## src/sv/pressure_temperature_compensation_macros.svh

```systemverilog
// ----------------------------------------------------------------------------
// Assertion macros for the pressure and temperature compensation block
// Wraps concurrent assertions so that they can be left out of a build.
// ----------------------------------------------------------------------------
`ifndef PRESSURE_TEMPERATURE_COMPENSATION_MACROS_SVH
`define PRESSURE_TEMPERATURE_COMPENSATION_MACROS_SVH

`ifndef NO_ASSERTIONS
// Checked on every rising edge of clk, ignored while rst_n is low.
`define PTC_ASSERT(lbl, prop, msg) \
  lbl: assert property (@(posedge clk) disable iff (!rst_n) prop) \
    else $error(msg);
// Checked on every rising edge of clk, reset included.
`define PTC_ASSERT_ALWAYS(lbl, prop, msg) \
  lbl: assert property (@(posedge clk) prop) \
    else $error(msg);
`else
`define PTC_ASSERT(lbl, prop, msg)
`define PTC_ASSERT_ALWAYS(lbl, prop, msg)
`endif

`endif

```

## src/sv/ptc_pkg.sv

```systemverilog
// ----------------------------------------------------------------------------
// Compensation package
// Shared widths, constants, register indexes, operation codes and the
// command and status bundles between controller and datapath.
// ----------------------------------------------------------------------------
`default_nettype none

package ptc_pkg;

  // Field widths.
  localparam int unsigned RAW_W   = 20;
  localparam int unsigned TEMP_W  = 24;
  localparam int unsigned PRESS_W = 32;
  localparam int unsigned WORD_W  = 32;
  localparam int unsigned CFG_W   = 64;
  localparam int unsigned CFG_IDX_W = 2;

  // Stream payload widths, padded to whole bytes.
  localparam int unsigned IN_DATA_W  = ((RAW_W + 7) / 8) * 8;
  localparam int unsigned OUT_DATA_W = ((TEMP_W + PRESS_W + 7) / 8) * 8;

  // Divider: bits retired per cycle and number of steps per division.
  localparam int unsigned DIV_BITS  = 2;
  localparam int unsigned DIV_STEPS = WORD_W / DIV_BITS;
  localparam int unsigned DIV_CNT_W = $clog2(DIV_STEPS);

  // Arithmetic constants of the trimming formulas.
  localparam logic [WORD_W-1:0] TEMP_SCALE  = 32'd5;
  localparam logic [WORD_W-1:0] ROUND_BIAS  = 32'd128;
  localparam logic [WORD_W-1:0] FINE_OFFSET = 32'd64000;
  localparam logic [WORD_W-1:0] P1_BIAS     = 32'd32768;
  localparam logic [WORD_W-1:0] ADC_FULL    = 32'd1048576;
  localparam logic [WORD_W-1:0] PRESS_SCALE = 32'd3125;

  // Configuration register indexes.
  typedef enum logic [CFG_IDX_W-1:0] {
    CFG_TEMP_COEFFS = 2'd0,
    CFG_PRESS_LOW   = 2'd1,
    CFG_PRESS_HIGH  = 2'd2,
    CFG_PRESS_NINE  = 2'd3
  } cfg_reg_t;

  // Item kinds.
  localparam logic KIND_TEMP  = 1'b0;
  localparam logic KIND_PRESS = 1'b1;

  // Datapath operations, one per controller step.
  typedef enum logic [4:0] {
    OP_NOP,
    OP_T_DIFF, OP_T_MUL_A, OP_T_SQR, OP_T_MUL_C, OP_T_FINE, OP_T_SCALE, OP_T_ROUND,
    OP_P_V1, OP_P_SQR, OP_P_MUL6, OP_P_MUL5, OP_P_ADD5, OP_P_ADD4, OP_P_MUL3,
    OP_P_MUL2, OP_P_SUM1, OP_P_MUL1, OP_P_BASE, OP_P_MUL3125, OP_P_DIV_GO,
    OP_P_QUOT, OP_P_ZERO, OP_P_SQP, OP_P_MUL9, OP_P_MUL8, OP_P_ADD98, OP_P_ADD7,
    OP_P_FINAL
  } op_t;

  // Controller states.
  typedef enum logic [4:0] {
    S_IDLE,
    S_T_DIFF, S_T_MUL_A, S_T_SQR, S_T_MUL_C, S_T_FINE, S_T_SCALE, S_T_ROUND,
    S_P_V1, S_P_SQR, S_P_MUL6, S_P_MUL5, S_P_ADD5, S_P_ADD4, S_P_MUL3,
    S_P_MUL2, S_P_SUM1, S_P_MUL1, S_P_BASE, S_P_MUL3125, S_P_DIV_GO, S_P_DIV,
    S_P_QUOT, S_P_ZERO, S_P_SQP, S_P_MUL9, S_P_MUL8, S_P_ADD98, S_P_ADD7,
    S_P_FINAL, S_OUT
  } state_t;

  // Controller to datapath.
  typedef struct packed {
    op_t  op;
    logic capture;
    logic load_out;
  } ptc_cmd_t;

  // Datapath to controller.
  typedef struct packed {
    logic div_zero;
    logic div_done;
  } ptc_stat_t;

endpackage

`default_nettype wire

```

## src/sv/ptc_div.sv

```systemverilog
// ----------------------------------------------------------------------------
// Unsigned 32-bit divider
// Restoring division retiring two quotient bits per cycle.
// ----------------------------------------------------------------------------
`default_nettype none

`include "pressure_temperature_compensation_macros.svh"

module ptc_div (
  input  wire logic                        clk,
  input  wire logic                        rst_n,
  input  wire logic                        start,
  input  wire logic [ptc_pkg::WORD_W-1:0]  dividend,
  input  wire logic [ptc_pkg::WORD_W-1:0]  divisor,
  output logic      [ptc_pkg::WORD_W-1:0]  quotient,
  output logic                             done
);

  logic                             busy_r, busy_nxt;
  logic                             done_r, done_nxt;
  logic [ptc_pkg::DIV_CNT_W-1:0]    cnt_r, cnt_nxt;
  logic [ptc_pkg::WORD_W-1:0]       rem_r, rem_nxt;
  logic [ptc_pkg::WORD_W-1:0]       quo_r, quo_nxt;
  logic [ptc_pkg::WORD_W-1:0]       den_r, den_nxt;
  logic [ptc_pkg::WORD_W-1:0]       step_rem;
  logic [ptc_pkg::WORD_W-1:0]       step_quo;

  // Two restoring steps: shift in the next dividend bit, subtract if it fits.
  always_comb begin
    logic [ptc_pkg::WORD_W:0] trial;
    step_rem = rem_r;
    step_quo = quo_r;
    for (int i = 0; i < ptc_pkg::DIV_BITS; i++) begin
      trial    = {step_rem, step_quo[ptc_pkg::WORD_W-1]};
      step_quo = {step_quo[ptc_pkg::WORD_W-2:0], 1'b0};
      if (trial >= {1'b0, den_r}) begin
        trial       = trial - {1'b0, den_r};
        step_quo[0] = 1'b1;
      end
      step_rem = trial[ptc_pkg::WORD_W-1:0];
    end
  end

  // Sequencing of the division.
  always_comb begin
    busy_nxt = busy_r;
    done_nxt = 1'b0;
    cnt_nxt  = cnt_r;
    rem_nxt  = rem_r;
    quo_nxt  = quo_r;
    den_nxt  = den_r;
    if (start) begin
      busy_nxt = 1'b1;
      cnt_nxt  = ptc_pkg::DIV_CNT_W'(ptc_pkg::DIV_STEPS - 1);
      rem_nxt  = '0;
      quo_nxt  = dividend;
      den_nxt  = divisor;
    end else if (busy_r) begin
      rem_nxt = step_rem;
      quo_nxt = step_quo;
      if (cnt_r == '0) begin
        busy_nxt = 1'b0;
        done_nxt = 1'b1;
      end else begin
        cnt_nxt = cnt_r - 1'b1;
      end
    end
  end

  always_ff @(posedge clk) begin
    if (!rst_n) begin
      busy_r <= 1'b0;
      done_r <= 1'b0;
    end else begin
      busy_r <= busy_nxt;
      done_r <= done_nxt;
    end
  end

  always_ff @(posedge clk) begin
    cnt_r <= cnt_nxt;
    rem_r <= rem_nxt;
    quo_r <= quo_nxt;
    den_r <= den_nxt;
  end

  assign quotient = quo_r;
  assign done     = done_r;

  // A new division never starts on top of one in flight.
  `PTC_ASSERT(a_div_start_idle, start |-> !busy_r, "divider restarted while busy")

endmodule

`default_nettype wire

```

## src/sv/ptc_dp.sv

```systemverilog
// ----------------------------------------------------------------------------
// Compensation datapath
// Trimming registers, fine temperature, work registers, one shared
// 32x32 multiplier (low word) and the iterative divider.
// ----------------------------------------------------------------------------
`default_nettype none

module ptc_dp (
  input  wire logic                          clk,
  input  wire logic                          rst_n,
  input  wire ptc_pkg::ptc_cmd_t             cmd,
  output ptc_pkg::ptc_stat_t                 stat,
  input  wire logic                          in_kind,
  input  wire logic [ptc_pkg::RAW_W-1:0]     in_raw,
  input  wire logic                          cfg_we,
  input  wire logic [ptc_pkg::CFG_IDX_W-1:0] cfg_idx,
  input  wire logic [ptc_pkg::CFG_W-1:0]     cfg_wdata,
  output logic                               out_kind,
  output logic      [ptc_pkg::TEMP_W-1:0]    out_temp,
  output logic      [ptc_pkg::PRESS_W-1:0]   out_press
);

  typedef logic [ptc_pkg::WORD_W-1:0] word_t;

  // Arithmetic right shift of a 32-bit word.
  function automatic word_t sar(input word_t x, input int unsigned s);
    return word_t'($signed(x) >>> s);
  endfunction

  // Sign extension of a 16-bit coefficient.
  function automatic word_t sx16(input logic [15:0] x);
    return {{16{x[15]}}, x};
  endfunction

  // Trimming registers and fine temperature.
  logic [47:0]                    tc_r, tc_nxt;
  logic [ptc_pkg::CFG_W-1:0]      pl_r, pl_nxt;
  logic [ptc_pkg::CFG_W-1:0]      ph_r, ph_nxt;
  logic [15:0]                    p9_r, p9_nxt;
  word_t                          fine_r, fine_nxt;

  // Captured item and work registers.
  logic                           kind_r, kind_nxt;
  logic [ptc_pkg::RAW_W-1:0]      raw_r, raw_nxt;
  word_t                          ra_r, ra_nxt;
  word_t                          rb_r, rb_nxt;
  word_t                          rc_r, rc_nxt;
  word_t                          rd_r, rd_nxt;
  word_t                          rp_r, rp_nxt;
  word_t                          res_r, res_nxt;
  logic                           dbl_r, dbl_nxt;
  logic                           okind_r, okind_nxt;
  logic [ptc_pkg::TEMP_W-1:0]     otemp_r, otemp_nxt;
  logic [ptc_pkg::PRESS_W-1:0]    opress_r, opress_nxt;

  // Coefficients as 32-bit words.
  word_t t1, t2, t3, p1, p2, p3, p4, p5, p6, p7, p8, p9;
  word_t mul_a, mul_b, prod;
  word_t adc;
  word_t quot;
  logic  div_start;
  logic  div_done;
  word_t div_dividend;

  assign adc = {{(ptc_pkg::WORD_W - ptc_pkg::RAW_W){1'b0}}, raw_r};
  assign t1  = {16'h0000, tc_r[15:0]};
  assign t2  = sx16(tc_r[31:16]);
  assign t3  = sx16(tc_r[47:32]);
  assign p1  = {16'h0000, pl_r[15:0]};
  assign p2  = sx16(pl_r[31:16]);
  assign p3  = sx16(pl_r[47:32]);
  assign p4  = sx16(pl_r[63:48]);
  assign p5  = sx16(ph_r[15:0]);
  assign p6  = sx16(ph_r[31:16]);
  assign p7  = sx16(ph_r[47:32]);
  assign p8  = sx16(ph_r[63:48]);
  assign p9  = sx16(p9_r);

  // Operand selection for the shared multiplier.
  always_comb begin
    mul_a = '0;
    mul_b = '0;
    case (cmd.op)
      ptc_pkg::OP_T_MUL_A:   begin mul_a = ra_r;             mul_b = t2; end
      ptc_pkg::OP_T_SQR:     begin mul_a = rb_r;             mul_b = rb_r; end
      ptc_pkg::OP_T_MUL_C:   begin mul_a = rb_r;             mul_b = t3; end
      ptc_pkg::OP_T_SCALE:   begin mul_a = fine_r;           mul_b = ptc_pkg::TEMP_SCALE; end
      ptc_pkg::OP_P_SQR:     begin mul_a = sar(ra_r, 2);     mul_b = sar(ra_r, 2); end
      ptc_pkg::OP_P_MUL6:    begin mul_a = sar(rb_r, 11);    mul_b = p6; end
      ptc_pkg::OP_P_MUL5:    begin mul_a = ra_r;             mul_b = p5; end
      ptc_pkg::OP_P_MUL3:    begin mul_a = p3;               mul_b = sar(rb_r, 13); end
      ptc_pkg::OP_P_MUL2:    begin mul_a = p2;               mul_b = ra_r; end
      ptc_pkg::OP_P_MUL1:    begin mul_a = ptc_pkg::P1_BIAS + ra_r; mul_b = p1; end
      ptc_pkg::OP_P_MUL3125: begin mul_a = rb_r;             mul_b = ptc_pkg::PRESS_SCALE; end
      ptc_pkg::OP_P_SQP:     begin mul_a = rp_r >> 3;        mul_b = rp_r >> 3; end
      ptc_pkg::OP_P_MUL9:    begin mul_a = p9;               mul_b = rd_r >> 13; end
      ptc_pkg::OP_P_MUL8:    begin mul_a = rp_r >> 2;        mul_b = p8; end
      default:               begin mul_a = '0;               mul_b = '0; end
    endcase
  end

  // Low word of the product; every step wraps at 32 bits.
  assign prod = mul_a * mul_b;

  // Divider operands: a product with its top bit clear is doubled before
  // division, otherwise the quotient is doubled afterwards.
  assign div_start    = (cmd.op == ptc_pkg::OP_P_DIV_GO);
  assign div_dividend = rb_r[ptc_pkg::WORD_W-1] ? rb_r : {rb_r[ptc_pkg::WORD_W-2:0], 1'b0};

  ptc_div u_div (
    .clk      (clk),
    .rst_n    (rst_n),
    .start    (div_start),
    .dividend (div_dividend),
    .divisor  (ra_r),
    .quotient (quot),
    .done     (div_done)
  );

  // Configuration writes.
  always_comb begin
    tc_nxt = tc_r;
    pl_nxt = pl_r;
    ph_nxt = ph_r;
    p9_nxt = p9_r;
    if (cfg_we) begin
      unique case (ptc_pkg::cfg_reg_t'(cfg_idx))
        ptc_pkg::CFG_TEMP_COEFFS: tc_nxt = cfg_wdata[47:0];
        ptc_pkg::CFG_PRESS_LOW:   pl_nxt = cfg_wdata;
        ptc_pkg::CFG_PRESS_HIGH:  ph_nxt = cfg_wdata;
        ptc_pkg::CFG_PRESS_NINE:  p9_nxt = cfg_wdata[15:0];
      endcase
    end
  end

  // One operation per step of the controller.
  always_comb begin
    kind_nxt   = kind_r;
    raw_nxt    = raw_r;
    fine_nxt   = fine_r;
    ra_nxt     = ra_r;
    rb_nxt     = rb_r;
    rc_nxt     = rc_r;
    rd_nxt     = rd_r;
    rp_nxt     = rp_r;
    res_nxt    = res_r;
    dbl_nxt    = dbl_r;
    okind_nxt  = okind_r;
    otemp_nxt  = otemp_r;
    opress_nxt = opress_r;

    if (cmd.capture) begin
      kind_nxt = in_kind;
      raw_nxt  = in_raw;
    end

    case (cmd.op)
      // Temperature polynomial.
      ptc_pkg::OP_T_DIFF: begin
        ra_nxt = (adc >> 3) - (t1 << 1);
        rb_nxt = (adc >> 4) - t1;
      end
      ptc_pkg::OP_T_MUL_A:   ra_nxt   = sar(prod, 11);
      ptc_pkg::OP_T_SQR:     rb_nxt   = sar(prod, 12);
      ptc_pkg::OP_T_MUL_C:   rb_nxt   = sar(prod, 14);
      ptc_pkg::OP_T_FINE:    fine_nxt = ra_r + rb_r;
      ptc_pkg::OP_T_SCALE:   ra_nxt   = prod;
      ptc_pkg::OP_T_ROUND:   res_nxt  = sar(ra_r + ptc_pkg::ROUND_BIAS, 8);
      // Pressure: divisor and dividend terms.
      ptc_pkg::OP_P_V1:      ra_nxt   = sar(fine_r, 1) - ptc_pkg::FINE_OFFSET;
      ptc_pkg::OP_P_SQR:     rb_nxt   = prod;
      ptc_pkg::OP_P_MUL6:    rc_nxt   = prod;
      ptc_pkg::OP_P_MUL5:    rd_nxt   = prod;
      ptc_pkg::OP_P_ADD5:    rc_nxt   = rc_r + (rd_r << 1);
      ptc_pkg::OP_P_ADD4:    rc_nxt   = sar(rc_r, 2) + (p4 << 16);
      ptc_pkg::OP_P_MUL3:    rd_nxt   = prod;
      ptc_pkg::OP_P_MUL2:    rb_nxt   = prod;
      ptc_pkg::OP_P_SUM1:    ra_nxt   = sar(sar(rd_r, 3) + sar(rb_r, 1), 18);
      ptc_pkg::OP_P_MUL1:    ra_nxt   = sar(prod, 15);
      ptc_pkg::OP_P_BASE:    rb_nxt   = (ptc_pkg::ADC_FULL - adc) - sar(rc_r, 12);
      ptc_pkg::OP_P_MUL3125: rb_nxt   = prod;
      ptc_pkg::OP_P_DIV_GO:  dbl_nxt  = rb_r[ptc_pkg::WORD_W-1];
      ptc_pkg::OP_P_QUOT:    rp_nxt   = dbl_r ? (quot << 1) : quot;
      ptc_pkg::OP_P_ZERO:    res_nxt  = '0;
      // Pressure: second-order correction.
      ptc_pkg::OP_P_SQP:     rd_nxt   = prod;
      ptc_pkg::OP_P_MUL9:    rd_nxt   = sar(prod, 12);
      ptc_pkg::OP_P_MUL8:    rc_nxt   = sar(prod, 13);
      ptc_pkg::OP_P_ADD98:   rd_nxt   = rd_r + rc_r;
      ptc_pkg::OP_P_ADD7:    rd_nxt   = sar(rd_r + p7, 4);
      ptc_pkg::OP_P_FINAL:   res_nxt  = rp_r + rd_r;
      default: ;
    endcase

    // Result beat into the output register.
    if (cmd.load_out) begin
      okind_nxt = kind_r;
      if (kind_r == ptc_pkg::KIND_PRESS) begin
        otemp_nxt  = '0;
        opress_nxt = res_r;
      end else begin
        otemp_nxt  = res_r[ptc_pkg::TEMP_W-1:0];
        opress_nxt = '0;
      end
    end
  end

  // Registers with a defined reset value.
  always_ff @(posedge clk) begin
    if (!rst_n) begin
      tc_r   <= '0;
      pl_r   <= '0;
      ph_r   <= '0;
      p9_r   <= '0;
      fine_r <= '0;
    end else begin
      tc_r   <= tc_nxt;
      pl_r   <= pl_nxt;
      ph_r   <= ph_nxt;
      p9_r   <= p9_nxt;
      fine_r <= fine_nxt;
    end
  end

  // Payload registers.
  always_ff @(posedge clk) begin
    kind_r   <= kind_nxt;
    raw_r    <= raw_nxt;
    ra_r     <= ra_nxt;
    rb_r     <= rb_nxt;
    rc_r     <= rc_nxt;
    rd_r     <= rd_nxt;
    rp_r     <= rp_nxt;
    res_r    <= res_nxt;
    dbl_r    <= dbl_nxt;
    okind_r  <= okind_nxt;
    otemp_r  <= otemp_nxt;
    opress_r <= opress_nxt;
  end

  assign stat.div_zero = (ra_r == '0);
  assign stat.div_done = div_done;
  assign out_kind      = okind_r;
  assign out_temp      = otemp_r;
  assign out_press     = opress_r;

endmodule

`default_nettype wire

```

## src/sv/ptc_ctrl.sv

```systemverilog
// ----------------------------------------------------------------------------
// Compensation controller
// Steps the datapath through the temperature or pressure sequence and
// owns the input and result handshakes.
// ----------------------------------------------------------------------------
`default_nettype none

`include "pressure_temperature_compensation_macros.svh"

module ptc_ctrl (
  input  wire logic               clk,
  input  wire logic               rst_n,
  input  wire logic               in_tvalid,
  input  wire logic               in_kind,
  output logic                    in_tready,
  output logic                    out_tvalid,
  input  wire logic               out_tready,
  output ptc_pkg::ptc_cmd_t       cmd,
  input  wire ptc_pkg::ptc_stat_t stat
);

  ptc_pkg::state_t state_r, state_nxt;
  logic            out_valid_r, out_valid_nxt;
  logic            out_free;

  // The result register can take a beat when empty or being drained.
  assign out_free = !out_valid_r || out_tready;

  // Next state.
  always_comb begin
    state_nxt = state_r;
    unique case (state_r)
      ptc_pkg::S_IDLE: begin
        if (in_tvalid) begin
          state_nxt = (in_kind == ptc_pkg::KIND_PRESS) ? ptc_pkg::S_P_V1 : ptc_pkg::S_T_DIFF;
        end
      end
      ptc_pkg::S_T_DIFF:    state_nxt = ptc_pkg::S_T_MUL_A;
      ptc_pkg::S_T_MUL_A:   state_nxt = ptc_pkg::S_T_SQR;
      ptc_pkg::S_T_SQR:     state_nxt = ptc_pkg::S_T_MUL_C;
      ptc_pkg::S_T_MUL_C:   state_nxt = ptc_pkg::S_T_FINE;
      ptc_pkg::S_T_FINE:    state_nxt = ptc_pkg::S_T_SCALE;
      ptc_pkg::S_T_SCALE:   state_nxt = ptc_pkg::S_T_ROUND;
      ptc_pkg::S_T_ROUND:   state_nxt = ptc_pkg::S_OUT;
      ptc_pkg::S_P_V1:      state_nxt = ptc_pkg::S_P_SQR;
      ptc_pkg::S_P_SQR:     state_nxt = ptc_pkg::S_P_MUL6;
      ptc_pkg::S_P_MUL6:    state_nxt = ptc_pkg::S_P_MUL5;
      ptc_pkg::S_P_MUL5:    state_nxt = ptc_pkg::S_P_ADD5;
      ptc_pkg::S_P_ADD5:    state_nxt = ptc_pkg::S_P_ADD4;
      ptc_pkg::S_P_ADD4:    state_nxt = ptc_pkg::S_P_MUL3;
      ptc_pkg::S_P_MUL3:    state_nxt = ptc_pkg::S_P_MUL2;
      ptc_pkg::S_P_MUL2:    state_nxt = ptc_pkg::S_P_SUM1;
      ptc_pkg::S_P_SUM1:    state_nxt = ptc_pkg::S_P_MUL1;
      ptc_pkg::S_P_MUL1:    state_nxt = ptc_pkg::S_P_BASE;
      ptc_pkg::S_P_BASE:    state_nxt = ptc_pkg::S_P_MUL3125;
      ptc_pkg::S_P_MUL3125: state_nxt = stat.div_zero ? ptc_pkg::S_P_ZERO : ptc_pkg::S_P_DIV_GO;
      ptc_pkg::S_P_DIV_GO:  state_nxt = ptc_pkg::S_P_DIV;
      ptc_pkg::S_P_DIV:     state_nxt = stat.div_done ? ptc_pkg::S_P_QUOT : ptc_pkg::S_P_DIV;
      ptc_pkg::S_P_QUOT:    state_nxt = ptc_pkg::S_P_SQP;
      ptc_pkg::S_P_ZERO:    state_nxt = ptc_pkg::S_OUT;
      ptc_pkg::S_P_SQP:     state_nxt = ptc_pkg::S_P_MUL9;
      ptc_pkg::S_P_MUL9:    state_nxt = ptc_pkg::S_P_MUL8;
      ptc_pkg::S_P_MUL8:    state_nxt = ptc_pkg::S_P_ADD98;
      ptc_pkg::S_P_ADD98:   state_nxt = ptc_pkg::S_P_ADD7;
      ptc_pkg::S_P_ADD7:    state_nxt = ptc_pkg::S_P_FINAL;
      ptc_pkg::S_P_FINAL:   state_nxt = ptc_pkg::S_OUT;
      ptc_pkg::S_OUT:       state_nxt = out_free ? ptc_pkg::S_IDLE : ptc_pkg::S_OUT;
      default:              state_nxt = ptc_pkg::S_IDLE;
    endcase
  end

  // Outputs: one datapath operation per state.
  always_comb begin
    cmd.op       = ptc_pkg::OP_NOP;
    cmd.capture  = 1'b0;
    cmd.load_out = 1'b0;
    in_tready    = 1'b0;
    unique case (state_r)
      ptc_pkg::S_IDLE: begin
        in_tready   = 1'b1;
        cmd.capture = in_tvalid;
      end
      ptc_pkg::S_T_DIFF:    cmd.op = ptc_pkg::OP_T_DIFF;
      ptc_pkg::S_T_MUL_A:   cmd.op = ptc_pkg::OP_T_MUL_A;
      ptc_pkg::S_T_SQR:     cmd.op = ptc_pkg::OP_T_SQR;
      ptc_pkg::S_T_MUL_C:   cmd.op = ptc_pkg::OP_T_MUL_C;
      ptc_pkg::S_T_FINE:    cmd.op = ptc_pkg::OP_T_FINE;
      ptc_pkg::S_T_SCALE:   cmd.op = ptc_pkg::OP_T_SCALE;
      ptc_pkg::S_T_ROUND:   cmd.op = ptc_pkg::OP_T_ROUND;
      ptc_pkg::S_P_V1:      cmd.op = ptc_pkg::OP_P_V1;
      ptc_pkg::S_P_SQR:     cmd.op = ptc_pkg::OP_P_SQR;
      ptc_pkg::S_P_MUL6:    cmd.op = ptc_pkg::OP_P_MUL6;
      ptc_pkg::S_P_MUL5:    cmd.op = ptc_pkg::OP_P_MUL5;
      ptc_pkg::S_P_ADD5:    cmd.op = ptc_pkg::OP_P_ADD5;
      ptc_pkg::S_P_ADD4:    cmd.op = ptc_pkg::OP_P_ADD4;
      ptc_pkg::S_P_MUL3:    cmd.op = ptc_pkg::OP_P_MUL3;
      ptc_pkg::S_P_MUL2:    cmd.op = ptc_pkg::OP_P_MUL2;
      ptc_pkg::S_P_SUM1:    cmd.op = ptc_pkg::OP_P_SUM1;
      ptc_pkg::S_P_MUL1:    cmd.op = ptc_pkg::OP_P_MUL1;
      ptc_pkg::S_P_BASE:    cmd.op = ptc_pkg::OP_P_BASE;
      ptc_pkg::S_P_MUL3125: cmd.op = ptc_pkg::OP_P_MUL3125;
      ptc_pkg::S_P_DIV_GO:  cmd.op = ptc_pkg::OP_P_DIV_GO;
      ptc_pkg::S_P_QUOT:    cmd.op = ptc_pkg::OP_P_QUOT;
      ptc_pkg::S_P_ZERO:    cmd.op = ptc_pkg::OP_P_ZERO;
      ptc_pkg::S_P_SQP:     cmd.op = ptc_pkg::OP_P_SQP;
      ptc_pkg::S_P_MUL9:    cmd.op = ptc_pkg::OP_P_MUL9;
      ptc_pkg::S_P_MUL8:    cmd.op = ptc_pkg::OP_P_MUL8;
      ptc_pkg::S_P_ADD98:   cmd.op = ptc_pkg::OP_P_ADD98;
      ptc_pkg::S_P_ADD7:    cmd.op = ptc_pkg::OP_P_ADD7;
      ptc_pkg::S_P_FINAL:   cmd.op = ptc_pkg::OP_P_FINAL;
      ptc_pkg::S_OUT:       cmd.load_out = out_free;
      default:              cmd.op = ptc_pkg::OP_NOP;
    endcase
  end

  // Result valid: set when a beat is loaded, cleared when it is taken.
  always_comb begin
    out_valid_nxt = out_valid_r;
    if (cmd.load_out) begin
      out_valid_nxt = 1'b1;
    end else if (out_tready) begin
      out_valid_nxt = 1'b0;
    end
  end

  always_ff @(posedge clk) begin
    if (!rst_n) begin
      state_r     <= ptc_pkg::S_IDLE;
      out_valid_r <= 1'b0;
    end else begin
      state_r     <= state_nxt;
      out_valid_r <= out_valid_nxt;
    end
  end

  assign out_tvalid = out_valid_r;

  // A new item is never taken in the cycle a result is loaded.
  `PTC_ASSERT(a_ctrl_accept_vs_load, in_tready |-> !cmd.load_out, "accept and load overlap")
  // The divider only finishes while the controller waits for it.
  `PTC_ASSERT(a_ctrl_div_done_wait, stat.div_done |-> (state_r == ptc_pkg::S_P_DIV), "stray divider done")
  // A loaded result is not overwritten before it is taken.
  `PTC_ASSERT(a_ctrl_no_overwrite, (out_valid_r && !out_tready) |=> out_valid_r, "result dropped")

endmodule

`default_nettype wire

```

## src/sv/pressure_temperature_compensation.sv

```systemverilog
// One item at a time: a new reading is taken only after the previous result has
// been loaded into the result register. Pressure items take longer than temperature
// items: they pass through the radix-4 divider and share the single multiplier,
// unless the divisor term is zero, which skips the division and the second-order
// correction.
// Reset (rst_n low, synchronous) clears the controller, trimming words and fine temperature.
// ----------------------------------------------------------------------------
// Pressure and temperature compensation
// Integer trimming compensation of 20-bit barometric sensor readings,
// built from a controller state machine and a multiplier/divider datapath.
// ----------------------------------------------------------------------------
`default_nettype none

module pressure_temperature_compensation (
  input  wire logic                            clk,
  input  wire logic                            rst_n,
  // Input stream.
  input  wire logic                            in_tvalid,
  output logic                                 in_tready,
  input  wire logic [ptc_pkg::IN_DATA_W-1:0]   in_tdata,   // [19:0] raw_sample, [23:20] zero
  input  wire logic                            in_tuser,   // [0] kind
  // Result stream.
  output logic                                 out_tvalid,
  input  wire logic                            out_tready,
  output logic      [ptc_pkg::OUT_DATA_W-1:0]  out_tdata,  // [23:0] temperature_centi,
                                                           // [55:24] pressure_pa
  output logic                                 out_tuser,  // [0] result_kind
  // Configuration write channel.
  input  wire logic                            cfg_valid,
  output logic                                 cfg_ready,
  input  wire logic [ptc_pkg::CFG_IDX_W-1:0]   cfg_index,
  input  wire logic [ptc_pkg::CFG_W-1:0]       cfg_data
);

  ptc_pkg::ptc_cmd_t           cmd;
  ptc_pkg::ptc_stat_t          stat;
  logic [ptc_pkg::TEMP_W-1:0]  res_temp;
  logic [ptc_pkg::PRESS_W-1:0] res_press;

  // The user must write the registers only while idle; the block does not enforce this, so the port is always ready.
  assign cfg_ready = 1'b1;

  ptc_ctrl u_ctrl (
    .clk        (clk),
    .rst_n      (rst_n),
    .in_tvalid  (in_tvalid),
    .in_kind    (in_tuser),
    .in_tready  (in_tready),
    .out_tvalid (out_tvalid),
    .out_tready (out_tready),
    .cmd        (cmd),
    .stat       (stat)
  );

  ptc_dp u_dp (
    .clk       (clk),
    .rst_n     (rst_n),
    .cmd       (cmd),
    .stat      (stat),
    .in_kind   (in_tuser),
    .in_raw    (in_tdata[ptc_pkg::RAW_W-1:0]),
    .cfg_we    (cfg_valid && cfg_ready),
    .cfg_idx   (cfg_index),
    .cfg_wdata (cfg_data),
    .out_kind  (out_tuser),
    .out_temp  (res_temp),
    .out_press (res_press)
  );

  // Result beat packing, temperature in the low bits.
  assign out_tdata = ptc_pkg::OUT_DATA_W'({res_press, res_temp});

endmodule

`default_nettype wire

```

## config.mk

```make
export PLATFORM = sky130hd
export DESIGN_NAME = pressure_temperature_compensation
export DESIGN_NICKNAME = d
export VERILOG_FILES = /design/src/sv/ptc_pkg.sv /design/src/sv/ptc_div.sv /design/src/sv/ptc_dp.sv /design/src/sv/ptc_ctrl.sv /design/src/sv/pressure_temperature_compensation.sv
export VERILOG_INCLUDE_DIRS = /design/src /design/src/sv
export SDC_FILE = /design/constraint.sdc
export NUM_CORES = 2
export LEC_CHECK = 0
export BUFFER_PORTS_ARGS = -buffer_cell sky130_fd_sc_hd__buf_2
export CORE_ASPECT_RATIO = 0.7
export CORE_MARGIN = 10
export CORE_UTILIZATION = 50
export CTS_CLUSTER_DIAMETER = 100
export CTS_CLUSTER_SIZE = 12
export DETAILED_ROUTE_END_ITERATION = 8
export GPL_TIMING_DRIVEN = 0
export PLACE_DENSITY_LB_ADDON = 0.08
export SETUP_SLACK_MARGIN = 0.15
export SYNTH_ARGS = -nofsm -noshare
export SYNTH_HDL_FRONTEND = slang
export SYNTH_SLANG_ARGS = --single-unit
```

## constraint.sdc

```tcl
create_clock -name clk -period 12.4 [get_ports clk]
set_clock_uncertainty 0.05 [all_clocks]
set_input_delay 1.24 -clock clk [delete_from_list [all_inputs] [get_ports clk]]
set_output_delay 1.24 -clock clk [all_outputs]
set_load 0.1 [all_outputs]
```

==> results by group <==
Yosys
  • Yosys reg bits: 603
  • Syn avg cell area: 8.744 sq um
  • Synth Area in Simple Gates: 0.1691
  • Post-synthesis compound-gate area fraction: 0.1830
  • Post-synthesis sequential area ratio: 0.2643
  • Post-synth net total: 7615
  • Post-synth top cells: nand2_1 (839), inv_1 (647), nor2_1 (619), ha_1 (428), fa_1 (417)
  • YS warnings: 0
  • Top cell type's share of synthesized area: 0.1724
  • Async SR Flop Fraction: 0
  • Top_reg_cell synth: edfxtp_1
  • Cells after Synth: 6674
  • Mux contribution to synthesized area: 0.02333
  • Count leader, synth: nand2_1
  • Mapped Area: 58360 sq um
  • Post-synth EDFFs: 335
  • Post-Synth Adder-Cell Area: 0.2348
  • Synth unique cells: 97
  • Area leader, netlist: edfxtp_1
  • Largest family of logic cells by synthesized area: adder cells
  • Synth Area in XOR/XNOR: 0.06029
  • Area contributors post-synth: edfxtp_1 (17%), fa_1 (14%), dfxtp_1 (9.2%), ha_1 (9.2%), nand2_1 (5.4%)

Worst setup path
  • Max Fanout on Critical Path: 10
  • CP top delay family: adder cells
  • Critical Path Sink Type: flip-flop
  • Slowest CP cell: fa_1
  • Reg2reg setup slack: 0.09 ns
  • Worst EP arrival: 12.74 ns
  • Type of origin of the critical path: flip-flop
  • CP peak stage delay: 0.56 ns
  • Crit path buffers/inverters: 16
  • Reg2reg path depth: 39
  • CP most frequent cell: fa_1
  • R2R Path End: u_dp.ra_r[18]$_DFFE_PP_
  • WS Path Type: reg2reg
  • R2R Path Start: u_ctrl.state_r[3]$_SDFFE_PN0P_
  • Worst EP required: 12.83 ns

Min path
  • Worst min path class: reg2reg
  • Hold-critical path depth: 2
  • Hold path start: u_dp.pl_r[0]$_SDFFE_PN0P_
  • End of the worst hold path: u_dp.pl_r[0]$_SDFFE_PN0P_

Timing
  • Least-Margin Pin Slew: 1.617 ns
  • TNS Setup: 0 ns
  • Tcrit/Tclk final: 0.9925
  • Relative slew slack: -0.08548
  • Minimum clock period: 12.31 ns
  • Fmax: 81.25 MHz
  • Final setup viols: 0
  • RSZ-0062 raised after global routing: no
  • Hold Vio Cnt, Final: 0
  • Slew Viols, Final: 17
  • Fin Hold WS: 0.4177 ns

Clocking
  • Clk root buf: clkbuf_16
  • Worst-path clk slew: 0.08 ns
  • Clk Latency, worst-skew pair: 0.69 ns
  • CTS Buffer Depth: 3
  • H-tree depth: 2
  • CTS tree: yes
  • Hold_buf cts: 0
  • CTS Buf Count: 57
  • TritonCTS Sinks: 603

Floorplanning
  • Initial core utilization: 0.5056
  • Io pins: 156
  • Die area: 131000 sq um
  • Core ar.: 115400 sq um
  • Row count: 104
  • Die Span Y: 305.8 um
  • Die Width: 428.3 um

Outcome
  • Outcome: finished with violations
  • Failing checks: capacitance limit, slew limit

GRT
  • Total GRT Usage: 0.4039
  • Largest net degree at the start of global routing: 43
  • Vias in the first global route: 51570
  • First-pass GRT wire length: 384.3 mm
  • GR Overflow Total: 0
  • Initial antenna violation count: 20

Detailed routing
  • DR vias/cell: 6.555
  • Pre-Repair DR Iteration Count: 9
  • Post-route DRC: 0
  • Post-DRT Antenna Nets: 0
  • Via Count: 55830
  • Avg WL per Cell: 32.54 um
  • DR iter-0 viols: 8342
  • Wirelength, routed: 277.1 mm

Place
  • Port bufs: 149
  • Dpl cell area: 61930 sq um
  • Routability congestion estimate: 1.086
  • Post-DP HPWL: 222.9 mm

Power and ir drop
  • Power Density: 163.4 nW/um^2
  • Static leakage: 26.78 nW
  • Worst VDD drop: 0.1267 mV

Job
  • Total of max-cap violations: 3

Finish
  • Share of layout cells above drive strength 1: 0.08399
  • Post-route cell area: 63960 sq um
  • Layout area overhead: 9.603%
  • Nets: 7871
## routing by layer
layer / vias up / track usage / part of all wire
met3: 735 / 0.1601 / 0.16
met2: 4150 / 0.5294 / 0.37
met1: 27360 / 0.5750 / 0.41
met5: - / 0 / 0.00076
li1: 23560 / - / -
met4: 24 / 0.1801 / 0.055
## worst reg2reg max path: cells and delay by family (launching register included)
family          cells  cell delay (ns)
xor+xnor            1             0.56
simple gates        5             0.96
fa+ha+maj           9             4.55
flops               1             0.32
compound gates      8             1.96
buf+inv            16             3.70
## metrics by stage
stage | power, mW | cells | setup WS [ns] | util
2_1_floorplan | 5.704 | 6674 | 2.545 | -
3_3_place_gp | 8.044 | 8360 | -3.287 | 0.5287
3_5_place_dp | 8.277 | 8401 | -1.562 | 0.5365
4_1_cts | 9.987 | 8498 | 0.1509 | 0.5518
5_1_grt | 10.63 | 8503 | 0.1573 | 0.5539
6_report | 10.45 | 8517 | 0.09292 | 0.5542
## cell usage in the layout (no fill, tap or decap), types with 247 or more instances in the layout
cell / n
a21oi_1: 341
clkbuf_1: 260
dfxtp_1: 268
edfxtp_1: 335
fa_1: 417
ha_1: 428
inv_1: 647
nand2_1: 836
nor2_1: 615
o21ai_0: 247
## sequential cells by signal, summed over array words and instances, names as in the netlist, 16 cells and up
signal and flops:
u_dp.ph_r 64, u_dp.pl_r 64, u_dp.tc_r 48, u_dp.fine_r 32, u_dp.out_press 32, u_dp.ra_r 32
u_dp.rb_r 32, u_dp.rc_r 32, u_dp.rd_r 32, u_dp.res_r 32, u_dp.rp_r 32, u_dp.u_div.den_r 32
u_dp.u_div.quotient 32, u_dp.u_div.rem_r 32, u_dp.out_temp 24, u_dp.raw_r 20, u_dp.p9_r 16
## repair_timing
action,in CTS,in global routing
setup buffers,5,3
gates resized for setup,35,81
endpoints found under the setup margin,102,81
pin swaps,5,2
## worst max path at each step
stage | slack (ns) | startpoint | end | cells after the start
2_1_floorplan | 2.54 | u_ctrl.state_r[3]$_SDFFE_PN0P_ | u_dp.rd_r[27]$_DFFE_PP_ | 36
3_3_place_gp | -3.29 | u_ctrl.state_r[3]$_SDFFE_PN0P_ | u_dp.ra_r[12]$_DFFE_PP_ | 36
3_5_place_dp | -1.56 | u_ctrl.state_r[3]$_SDFFE_PN0P_ | u_dp.ra_r[27]$_DFFE_PP_ | 39
4_1_cts | 0.15 | u_ctrl.state_r[3]$_SDFFE_PN0P_ | u_dp.ra_r[27]$_DFFE_PP_ | 39
5_1_grt | 0.16 | u_ctrl.state_r[3]$_SDFFE_PN0P_ | u_dp.rc_r[22]$_DFFE_PP_ | 41
6_report | 0.09 | u_ctrl.state_r[3]$_SDFFE_PN0P_ | u_dp.ra_r[18]$_DFFE_PP_ | 39
## power breakdown
part	internal, mW	total [mW]	switching, mW
sequential	2.46	3.17	0.717
combinational	1.75	5.58	3.83
clock	0.854	1.69	0.838
total	5.06	10.5	5.39
## cell families after synthesis
kind of cell	Yosys count
mux	128
buf+inv	985
compound gates	1556
simple gates	2166
xor+xnor	390
flops	603
other cells	1
fa+ha+maj	845
## layout make-up
cell class                      instances  area, sq um
Clock buffer                           88         1543
Tap cell                             1537         1923
Buffer                                335         1439
Multi-Input combinational cell       5086        39700
Timing Repair Buffer                  199         1394
Fill cell                           10750        51460
Antenna cell                           15        37.54
Clock inverter                          6        70.07
Inverter                              648         2432
Sequential cell                       603        15420
Note: power is estimated with default switching activity, not from simulation.
